$ cat src/hw/rtl/msdt_pkg.sv
// Shared types and codes for the multi-slot deadline timer.
// Used by msdt_ctrl, msdt_dp and the top level.
`timescale 1ns / 1ps
package msdt_pkg;

    localparam logic [2:0] K_CREATE = 3'd0;
    localparam logic [2:0] K_DELETE = 3'd1;
    localparam logic [2:0] K_REARM  = 3'd2;
    localparam logic [2:0] K_POLL   = 3'd3;
    localparam logic [2:0] K_QUERY  = 3'd4;

    localparam logic [2:0] W_DONE    = 3'd0;
    localparam logic [2:0] W_FIRED   = 3'd1;
    localparam logic [2:0] W_SUMMARY = 3'd2;
    localparam logic [2:0] W_SLEEP   = 3'd3;
    localparam logic [2:0] W_ERROR   = 3'd4;

    typedef enum logic [5:0] {
        S_IDLE  = 6'b000001,
        S_EXEC  = 6'b000010,
        S_WALK  = 6'b000100,
        S_SCAN  = 6'b001000,
        S_FIN   = 6'b010000,
        S_OUT   = 6'b100000
    } state_t;

    typedef struct packed {
        logic load;
        logic exec;
        logic walk_step;
        logic scan_start;
        logic scan_step;
        logic fin;
        logic emit_fire;
        logic emit_final;
    } cmd_t;

    typedef struct packed {
        logic is_poll;
        logic is_delete;
        logic walk_done;
        logic walk_fire;
        logic scan_done;
    } sts_t;

endpackage

$ cat src/hw/rtl/msdt_ctrl.sv
// Sequencer for the timer table: steps through decode, slot walk and scan.
// Depends on msdt_pkg.
`timescale 1ns / 1ps
module msdt_ctrl (
    input  logic                  clk,
    input  logic                  rst_n,
    input  logic                  in_valid,
    output logic                  in_stall,
    input  logic                  out_busy,
    input  msdt_pkg::sts_t        sts,
    output msdt_pkg::cmd_t        cmd
);
    msdt_pkg::state_t state_reg, state_next;

    always_ff @(posedge clk or negedge rst_n)
    begin
        if (!rst_n)
        begin
            state_reg <= msdt_pkg::S_IDLE;
        end
        else
        begin
            state_reg <= state_next;
        end
    end

    assign in_stall = (state_reg != msdt_pkg::S_IDLE);

    always_comb
    begin
        state_next = state_reg;
        cmd = '0;
        case (state_reg)
            msdt_pkg::S_IDLE:
            begin
                if (in_valid)
                begin
                    cmd.load = 1'b1;
                    state_next = msdt_pkg::S_EXEC;
                end
            end
            msdt_pkg::S_EXEC:
            begin
                cmd.exec = 1'b1;
                if (sts.is_poll)
                begin
                    state_next = msdt_pkg::S_WALK;
                end
                else if (sts.is_delete)
                begin
                    cmd.scan_start = 1'b1;
                    state_next = msdt_pkg::S_SCAN;
                end
                else
                begin
                    state_next = msdt_pkg::S_FIN;
                end
            end
            msdt_pkg::S_WALK:
            begin
                if (!(sts.walk_fire && out_busy))
                begin
                    cmd.walk_step = 1'b1;
                    cmd.emit_fire = sts.walk_fire;
                    if (sts.walk_done)
                    begin
                        cmd.scan_start = 1'b1;
                        state_next = msdt_pkg::S_SCAN;
                    end
                end
            end
            msdt_pkg::S_SCAN:
            begin
                cmd.scan_step = 1'b1;
                if (sts.scan_done)
                begin
                    state_next = msdt_pkg::S_FIN;
                end
            end
            msdt_pkg::S_FIN:
            begin
                cmd.fin = 1'b1;
                state_next = msdt_pkg::S_OUT;
            end
            msdt_pkg::S_OUT:
            begin
                if (!out_busy)
                begin
                    cmd.emit_final = 1'b1;
                    state_next = msdt_pkg::S_IDLE;
                end
            end
            default:
            begin
                state_next = msdt_pkg::S_IDLE;
            end
        endcase
    end

    a_one_hot: assert property (@(posedge clk) disable iff (!rst_n) $onehot(state_reg))
        else $error("state not one-hot");
    a_stall_busy: assert property (@(posedge clk) disable iff (!rst_n)
        (state_reg != msdt_pkg::S_IDLE) |-> in_stall)
        else $error("input taken while busy");
    a_fin_out: assert property (@(posedge clk) disable iff (!rst_n)
        (state_reg == msdt_pkg::S_FIN) |=> (state_reg == msdt_pkg::S_OUT))
        else $error("finish not followed by output");
endmodule

$ cat src/hw/rtl/msdt_dp.sv
// Datapath: slot table, time registers, walk and minimum scan, output register.
// Depends on msdt_pkg.
`timescale 1ns / 1ps
module msdt_dp #(
    parameter int SLOTS     = 16,
    parameter int TIME_BITS = 48
) (
    input  logic                  clk,
    input  logic                  rst_n,
    input  msdt_pkg::cmd_t        cmd,
    output msdt_pkg::sts_t        sts,
    input  logic [2:0]            kind,
    input  logic [3:0]            slot,
    input  logic [TIME_BITS-1:0]  interval,
    input  logic                  periodic,
    input  logic [TIME_BITS-1:0]  delay,
    input  logic [TIME_BITS-1:0]  now,
    input  logic                  force_req,
    input  logic [TIME_BITS-1:0]  default_sleep,
    output logic                  out_valid,
    input  logic                  out_stall,
    output logic [2:0]            what,
    output logic [3:0]            slot_res,
    output logic [TIME_BITS-1:0]  earliest,
    output logic [TIME_BITS-1:0]  sleep_ms,
    output logic                  last
);
    localparam int IW = (SLOTS > 1) ? $clog2(SLOTS) : 1;
    localparam logic [TIME_BITS-1:0] TMAX = {TIME_BITS{1'b1}};
    localparam logic [IW:0] NSLOTS = (IW+1)'(SLOTS);

    logic [SLOTS-1:0]     active_reg, repeats_reg;
    logic [TIME_BITS-1:0] period_mem [SLOTS];
    logic [TIME_BITS-1:0] dl_mem [SLOTS];
    logic [TIME_BITS-1:0] seen_reg, soon_reg, min_reg;

    logic [2:0]           k_reg;
    logic [3:0]           s_reg;
    logic [TIME_BITS-1:0] iv_reg, dly_reg, now_reg, dflt_reg;
    logic                 per_reg, frc_reg;
    logic [IW:0]          idx_reg;
    logic [2:0]           res_what_reg;
    logic [3:0]           res_slot_reg;
    logic [TIME_BITS-1:0] res_earl_reg, res_sleep_reg;

    logic                 free_found;
    logic [IW-1:0]        free_idx;
    logic                 slot_ok;
    logic [IW-1:0]        sidx, widx;
    logic                 due;

    function automatic logic [TIME_BITS-1:0] sat_add(input logic [TIME_BITS-1:0] a,
                                                     input logic [TIME_BITS-1:0] b);
        logic [TIME_BITS:0] s;
        s = {1'b0, a} + {1'b0, b};
        return s[TIME_BITS] ? TMAX : s[TIME_BITS-1:0];
    endfunction

    always_comb
    begin
        free_found = 1'b0;
        free_idx = '0;
        for (int i = SLOTS - 1; i >= 0; i--)
        begin
            if (!active_reg[i])
            begin
                free_found = 1'b1;
                free_idx = IW'(i);
            end
        end
    end

    assign sidx = IW'(s_reg);
    assign slot_ok = ({1'b0, s_reg} < 5'(SLOTS)) && active_reg[sidx];
    assign widx = idx_reg[IW-1:0] - IW'(1);
    assign due = active_reg[widx]
                 && (frc_reg || (dl_mem[widx] <= now_reg));

    assign sts.is_poll = (k_reg == msdt_pkg::K_POLL);
    assign sts.is_delete = (k_reg == msdt_pkg::K_DELETE) && slot_ok;
    assign sts.walk_done = (idx_reg == (IW+1)'(1));
    assign sts.walk_fire = due;
    assign sts.scan_done = (idx_reg == NSLOTS - (IW+1)'(1));

    always_ff @(posedge clk or negedge rst_n)
    begin
        if (!rst_n)
        begin
            active_reg <= '0;
            repeats_reg <= '0;
            seen_reg <= '0;
            soon_reg <= TMAX;
            out_valid <= 1'b0;
            idx_reg <= '0;
        end
        else
        begin
            if (out_valid && !out_stall)
            begin
                out_valid <= 1'b0;
            end
            if (cmd.load)
            begin
                k_reg <= kind;
                s_reg <= slot;
                iv_reg <= interval;
                dly_reg <= delay;
                now_reg <= now;
                dflt_reg <= default_sleep;
                per_reg <= periodic;
                frc_reg <= force_req;
            end
            if (cmd.exec)
            begin
                res_slot_reg <= s_reg;
                res_what_reg <= msdt_pkg::W_ERROR;
                idx_reg <= NSLOTS;
                case (k_reg)
                    msdt_pkg::K_CREATE:
                    begin
                        res_slot_reg <= 4'(free_idx);
                        if (free_found)
                        begin
                            active_reg[free_idx] <= 1'b1;
                            repeats_reg[free_idx] <= per_reg;
                            period_mem[free_idx] <= iv_reg;
                            dl_mem[free_idx] <= sat_add(now_reg, iv_reg);
                            seen_reg <= now_reg;
                            res_what_reg <= msdt_pkg::W_DONE;
                        end
                        else
                        begin
                            res_slot_reg <= '0;
                        end
                    end
                    msdt_pkg::K_DELETE:
                    begin
                        if (slot_ok)
                        begin
                            active_reg[sidx] <= 1'b0;
                            repeats_reg[sidx] <= 1'b0;
                            res_what_reg <= msdt_pkg::W_DONE;
                        end
                    end
                    msdt_pkg::K_REARM:
                    begin
                        if (slot_ok)
                        begin
                            dl_mem[sidx] <= sat_add(seen_reg,
                                (dly_reg != '0) ? dly_reg : period_mem[sidx]);
                            res_what_reg <= msdt_pkg::W_DONE;
                        end
                    end
                    msdt_pkg::K_POLL:
                    begin
                        seen_reg <= now_reg;
                        res_what_reg <= msdt_pkg::W_SUMMARY;
                        res_slot_reg <= '0;
                    end
                    msdt_pkg::K_QUERY:
                    begin
                        seen_reg <= now_reg;
                        res_what_reg <= msdt_pkg::W_SLEEP;
                        res_slot_reg <= '0;
                    end
                    default:
                    begin
                        res_what_reg <= msdt_pkg::W_ERROR;
                    end
                endcase
            end
            if (cmd.walk_step)
            begin
                idx_reg <= idx_reg - (IW+1)'(1);
                if (due)
                begin
                    dl_mem[widx] <= sat_add(now_reg, period_mem[widx]);
                    if (!repeats_reg[widx])
                    begin
                        active_reg[widx] <= 1'b0;
                    end
                end
            end
            if (cmd.emit_fire)
            begin
                out_valid <= 1'b1;
                what <= msdt_pkg::W_FIRED;
                slot_res <= 4'(widx);
                earliest <= '0;
                sleep_ms <= '0;
                last <= 1'b0;
            end
            if (cmd.scan_start)
            begin
                idx_reg <= '0;
                min_reg <= TMAX;
            end
            if (cmd.scan_step)
            begin
                idx_reg <= idx_reg + (IW+1)'(1);
                if (active_reg[idx_reg[IW-1:0]] && (dl_mem[idx_reg[IW-1:0]] < min_reg))
                begin
                    min_reg <= dl_mem[idx_reg[IW-1:0]];
                end
                if (sts.scan_done)
                begin
                    soon_reg <= (active_reg[idx_reg[IW-1:0]]
                                 && (dl_mem[idx_reg[IW-1:0]] < min_reg))
                                ? dl_mem[idx_reg[IW-1:0]] : min_reg;
                end
            end
            if (cmd.fin)
            begin
                res_earl_reg <= soon_reg;
                if (active_reg == '0)
                begin
                    res_sleep_reg <= dflt_reg;
                end
                else if (soon_reg > now_reg)
                begin
                    res_sleep_reg <= soon_reg - now_reg;
                end
                else
                begin
                    res_sleep_reg <= '0;
                end
            end
            if (cmd.emit_final)
            begin
                out_valid <= 1'b1;
                what <= res_what_reg;
                slot_res <= res_slot_reg;
                earliest <= res_earl_reg;
                if (res_what_reg == msdt_pkg::W_SUMMARY || res_what_reg == msdt_pkg::W_SLEEP)
                begin
                    sleep_ms <= res_sleep_reg;
                end
                else
                begin
                    sleep_ms <= '0;
                end
                last <= 1'b1;
            end
        end
    end

    a_fire_not_last: assert property (@(posedge clk) disable iff (!rst_n)
        (out_valid && what == msdt_pkg::W_FIRED) |-> !last)
        else $error("fired word marked last");
    a_emit_free: assert property (@(posedge clk) disable iff (!rst_n)
        (cmd.emit_fire || cmd.emit_final) |-> (!out_valid || !out_stall) == 1'b1 || !out_valid)
        else $error("output overwritten");
    a_no_load_busy: assert property (@(posedge clk) disable iff (!rst_n)
        cmd.load |-> !(cmd.walk_step || cmd.scan_step))
        else $error("load during walk");
endmodule

$ cat src/hw/rtl/multi_slot_deadline_timer.sv
// Top level of the multi-slot deadline timer table.
// Depends on msdt_pkg, msdt_ctrl and msdt_dp.
//
// Usage:
//   Input channel (in_valid / in_stall) takes one command word: create,
//   delete, rearm, poll or sleep query. Output channel (out_valid /
//   out_stall) returns result words; the final word of a command has last=1.
//   One command at a time: in_stall is high from acceptance until its final
//   word is loaded into the output register.
//   Create, rearm, query and bad commands: the result word is loaded once the
//   output register is free; the next command is taken in the cycle after that.
//   Delete of an active slot: minimum scan over the table before the result word.
//   Poll: one slot walked per cycle (highest first), pausing while a fired
//   slot waits for the output register, then one slot scanned per cycle;
//   each fired slot emits a word. Throughput is set by the sequencer.
//   A stalled receiver holds the output word; the walk pauses on a firing
//   slot until the register is free.
//   Reset clears all slots, the last seen time and the earliest deadline
//   (all ones); period and deadline storage stays unset until written.
`timescale 1ns / 1ps
module multi_slot_deadline_timer #(
    parameter int SLOTS     = 16,
    parameter int TIME_BITS = 48
) (
    input  logic                  clk,
    input  logic                  rst_n,
    input  logic                  in_valid,
    output logic                  in_stall,
    input  logic [2:0]            kind,
    input  logic [3:0]            slot,
    input  logic [TIME_BITS-1:0]  interval,
    input  logic                  periodic,
    input  logic [TIME_BITS-1:0]  delay,
    input  logic [TIME_BITS-1:0]  now,
    input  logic                  force_req,
    input  logic [TIME_BITS-1:0]  default_sleep,
    output logic                  out_valid,
    input  logic                  out_stall,
    output logic [2:0]            what,
    output logic [3:0]            slot_res,
    output logic [TIME_BITS-1:0]  earliest,
    output logic [TIME_BITS-1:0]  sleep_ms,
    output logic                  last
);
    msdt_pkg::cmd_t cmd;
    msdt_pkg::sts_t sts;
    logic           out_busy;

    assign out_busy = out_valid && out_stall;

    msdt_ctrl u_ctrl (
        .clk      (clk),
        .rst_n    (rst_n),
        .in_valid (in_valid),
        .in_stall (in_stall),
        .out_busy (out_busy),
        .sts      (sts),
        .cmd      (cmd)
    );

    msdt_dp #(
        .SLOTS     (SLOTS),
        .TIME_BITS (TIME_BITS)
    ) u_dp (
        .clk           (clk),
        .rst_n         (rst_n),
        .cmd           (cmd),
        .sts           (sts),
        .kind          (kind),
        .slot          (slot),
        .interval      (interval),
        .periodic      (periodic),
        .delay         (delay),
        .now           (now),
        .force_req     (force_req),
        .default_sleep (default_sleep),
        .out_valid     (out_valid),
        .out_stall     (out_stall),
        .what          (what),
        .slot_res      (slot_res),
        .earliest      (earliest),
        .sleep_ms      (sleep_ms),
        .last          (last)
    );
endmodule

$ cat config.mk
export PLATFORM = sky130hd
export DESIGN_NAME = multi_slot_deadline_timer
export DESIGN_NICKNAME = d
export VERILOG_FILES = /design/src/hw/rtl/msdt_pkg.sv /design/src/hw/rtl/msdt_ctrl.sv /design/src/hw/rtl/msdt_dp.sv /design/src/hw/rtl/multi_slot_deadline_timer.sv
export SDC_FILE = /design/constraint.sdc
export NUM_CORES = 2
export LEC_CHECK = 0
export BUFFER_PORTS_ARGS = -buffer_cell sky130_fd_sc_hd__buf_2
export CAP_MARGIN = 10
export CORE_MARGIN = 5
export CORE_UTILIZATION = 50
export DETAILED_ROUTE_END_ITERATION = 8
export PLACE_DENSITY = 0.66
export SYNTH_ARGS = -nofsm -noshare
export SYNTH_HDL_FRONTEND = slang
export SYNTH_SLANG_ARGS = --single-unit
$ cat constraint.sdc
create_clock -name clk -period 20.7 [get_ports clk]
set_input_delay 2.07 -clock clk [delete_from_list [all_inputs] [get_ports clk]]
set_output_delay 2.07 -clock clk [all_outputs]
set_load 0.03 [all_outputs]
==> impl_results.md <==
- Dpl ws: 10.30 ns
- Synthesized area: 106,000 sq um
- Post-CTS Setup Inserts: 0
- Post-Syn Nets: 6,853
- DR DRC count: 0
- Crit. End Element: flip-flop
- Overall power: 16.1 mW
- Top Registers: u_dp.dl_mem (768), u_dp.period_mem (768)
- Die Span Y: 469 microns
- Layout cells sized above 1: 28.1%
- GPL Wtd Cong: 0.943
- CTS Buf Count: 218
- Max-slew violations: 0
- Via count: 64,200
- Die area: 220,000 sq um
- Main synth FF type: edfxtp_1
- Hold_buf cts: 0
- Post-synth top cells: edfxtp_1 (1,992), mux4_2 (978), a21oi_1 (363), nor2_1 (339), ha_1 (293)
- Worst Path Required: 21.16 ns
- DRT antenna net count: 0
- Initial detailed-routing violation count: 7,776
- Clk slew on worst S/H paths: 0.06 ns
- Clk_skew: 0.0430 ns
- Max-Slew Margin vs Limit: 12.6%
- Clock network latency to the later pin of the worst-skew pair: 0.88 ns
- # port buffers: 310
- Compound-cell area share of the yosys netlist: 6.72%
- Core Rows: 168
- CTS tree: done
- Slew @ Worst Pin: 1.31 ns
- Fin crit share: 50.5%
- Post-synthesis mux area share: 21.5%
- Largest family of logic cells by synthesized area: multiplexers
- Peak VDD IR: 0.000188 V
- Synth area leader: edfxtp_1
- Post-synth EDFFs: 1,992
- Wire length per cell: 31.1 microns
- CP Max Fanout: 60
- Leading post-synthesis cells by cell area: edfxtp_1 (57%), mux4_2 (21%), ha_1 (3.5%)
- Mapped Cells: 6,351
- Drt first pass iters: 6
- Clock Tree Root: clkbuf_16
- Final setup viols: 0
- Final wirelength: 299 mm
- Sequential-to-total area share from yosys stat: 60.1%
- Hold Crit Start: u_dp.soon_reg[30]
- Fillers: 16,100
- Highest clock rate: 0.0956 GHz
- Pwr Density: 137 nW/um^2
- Core area: 210,000 sq um
- CP startpoint: u_dp.idx_reg[0]
- Initial antenna violation count: 5
- Nets: 7,136
- Gates resized, CTS repair: 0
- CP arrival: 10.92 ns
- Startpoint types: flip-flop
- Final Hold Vio Count: 0
- Total GRT Usage: 26.6%
- Vias in the first global route: 63,400
- Yosys cell types: 83
- H-tree Lvls: 4
- Worst hold path type: reg -> reg
- Flops & latches, synth: 2,136
- Outcome: complete, no violations
- Setup WS post-layout: 10.24 ns
- Initial Utilization: 50.3%
- Critical path class: reg -> reg
- Hold slack: 0.476 ns
- Avg Cell Area, Syn: 16.6 sq um
- Final Critical Period: 10.46 ns
- Die width: 469 microns
- Post-DP HPWL: 194 mm
- YS warnings: 0
- Layout area overhead: 11.6%
- Leak: 39.3 nW
- Largest net degree at the start of global routing: 142
- Max Buffers Root-to-Sink: 3
- FF-to-FF Start: u_dp.idx_reg[0]
- Vias per Instance: 6.67
- Sink Count: 2,136
- Asr flop ratio synth: 6.55%
- Synth Area in Simple Gates: 4.64%
- Post-synth top area share: 56.7%
- RSZ-0062 raised after global routing: false
- # diodes: 0
- Max_cap viols: 0
- Setup TNS: 0 ns
- Top-Level Pins: 311
- GRT Residual Overflow: 0
- Synth Area in XOR/XNOR: 1.49%
- First-pass GRT wire length: 436 mm
- Most frequent cell after synthesis: edfxtp_1
- Adder-cell share of the synthesized area: 3.55%
## critical path, cell delays in order, from the launching register on
cell and delay, ns:
dfrtp_4 0.90, inv_1 0.28, ha_4 0.66, buf_4 0.73, buf_4 0.76, buf_4 0.87
mux4_2 0.41, mux4_2 0.49, ha_1 0.24, fa_1 0.45, a211oi_1 0.34, o21ai_1 0.18
a311oi_1 0.49, o21ai_1 0.31, a31oi_1 0.63, o41ai_1 0.31, a311o_1 0.37, buf_4 0.23
nor2_1 0.44, buf_4 0.30, a22oi_1 0.33
## through the flow
stage | util [%] | cell area [sq um] | instances
detailed placement | 52.7 | 110000 | 9218
global route | 56.1 | 118000 | 9625
global placement | 52.7 | 110000 | 9218
CTS | 56.1 | 118000 | 9624
finish | 56.1 | 118000 | 9625
floorplan | - | 106000 | 6351
## per-layer routing
metal	GRT usage, %	part of all wire, %	vias to the layer above
li1	-	-	26700
met1	38.2	39	33200
met3	5.97	11	525
met4	8.47	3.5	2
met2	41.1	46	3835
met5	0	0.0043	-
## placed cells by master (no fill, tap or decap), types with 72 or more instances in the layout
| cell | synthesis | final |
|---|---|---|
| clkbuf_16 | 0 | 221 |
| buf_2 | 24 | 309 |
| nand2_1 | 270 | 267 |
| a21oi_1 | 363 | 363 |
| o21ai_0 | 200 | 200 |
| nor2_1 | 339 | 314 |
| ha_1 | 293 | 292 |
| a21o_1 | 179 | 179 |
| mux4_2 | 978 | 978 |
| edfxtp_1 | 1992 | 1992 |
| buf_4 | 1 | 123 |
| dfrtp_1 | 91 | 87 |
| xor2_1 | 82 | 81 |
| inv_1 | 146 | 144 |
| and3_1 | 73 | 72 |
| xnor2_1 | 98 | 97 |
## cell families (layout without fill, tap and decap cells)
| group | after synthesis | in the layout |
|---|---|---|
| multiplexers | 1042 | 1042 |
| XOR/XNOR | 180 | 180 |
| buffers and inverters | 523 | 992 |
| flip-flops | 2136 | 2136 |
| AND/OR/NAND/NOR | 1035 | 1035 |
| AO/OA/AOI/OAI | 1138 | 1138 |
| adder cells (fa/ha/maj) | 297 | 297 |
## cell type report
class / instances / area [sq um] / share of cell area (%)
clock buffers: 271 / 5780 / 4.91
clock inverters: 135 / 1470 / 1.25
inverters: 148 / 563 / 0.478
multi-input cells: 3692 / 40400 / 34.3
flip-flops and latches: 2136 / 63500 / 53.9
well taps: 2805 / 3510 / 2.98
repair buffers: 438 / 2580 / 2.19
## power by group
| group | internal [mW] | leakage (nW) | switching [mW] |
|---|---|---|---|
| sequential | 5.12 | 19.4 | 0.273 |
| combinational | 2.83 | 16.4 | 3.93 |
| clock | 2.26 | 3.51 | 1.70 |
## worst paths after layout
path                       cells past startpoint  slack [ns]                    to
max reg2reg                                   20       10.24    u_dp.dl_mem[3][26]
min in group asynchronous                      1        1.04  u_dp.repeats_reg[11]
max in group asynchronous                      3       17.78     u_dp.soon_reg[37]
min reg2reg                                    2        0.48     u_dp.soon_reg[30]
max                                           20       10.24    u_dp.dl_mem[3][26]
min                                            2        0.48     u_dp.soon_reg[30]
No activity file was read; power rests on OpenSTA's default activity.
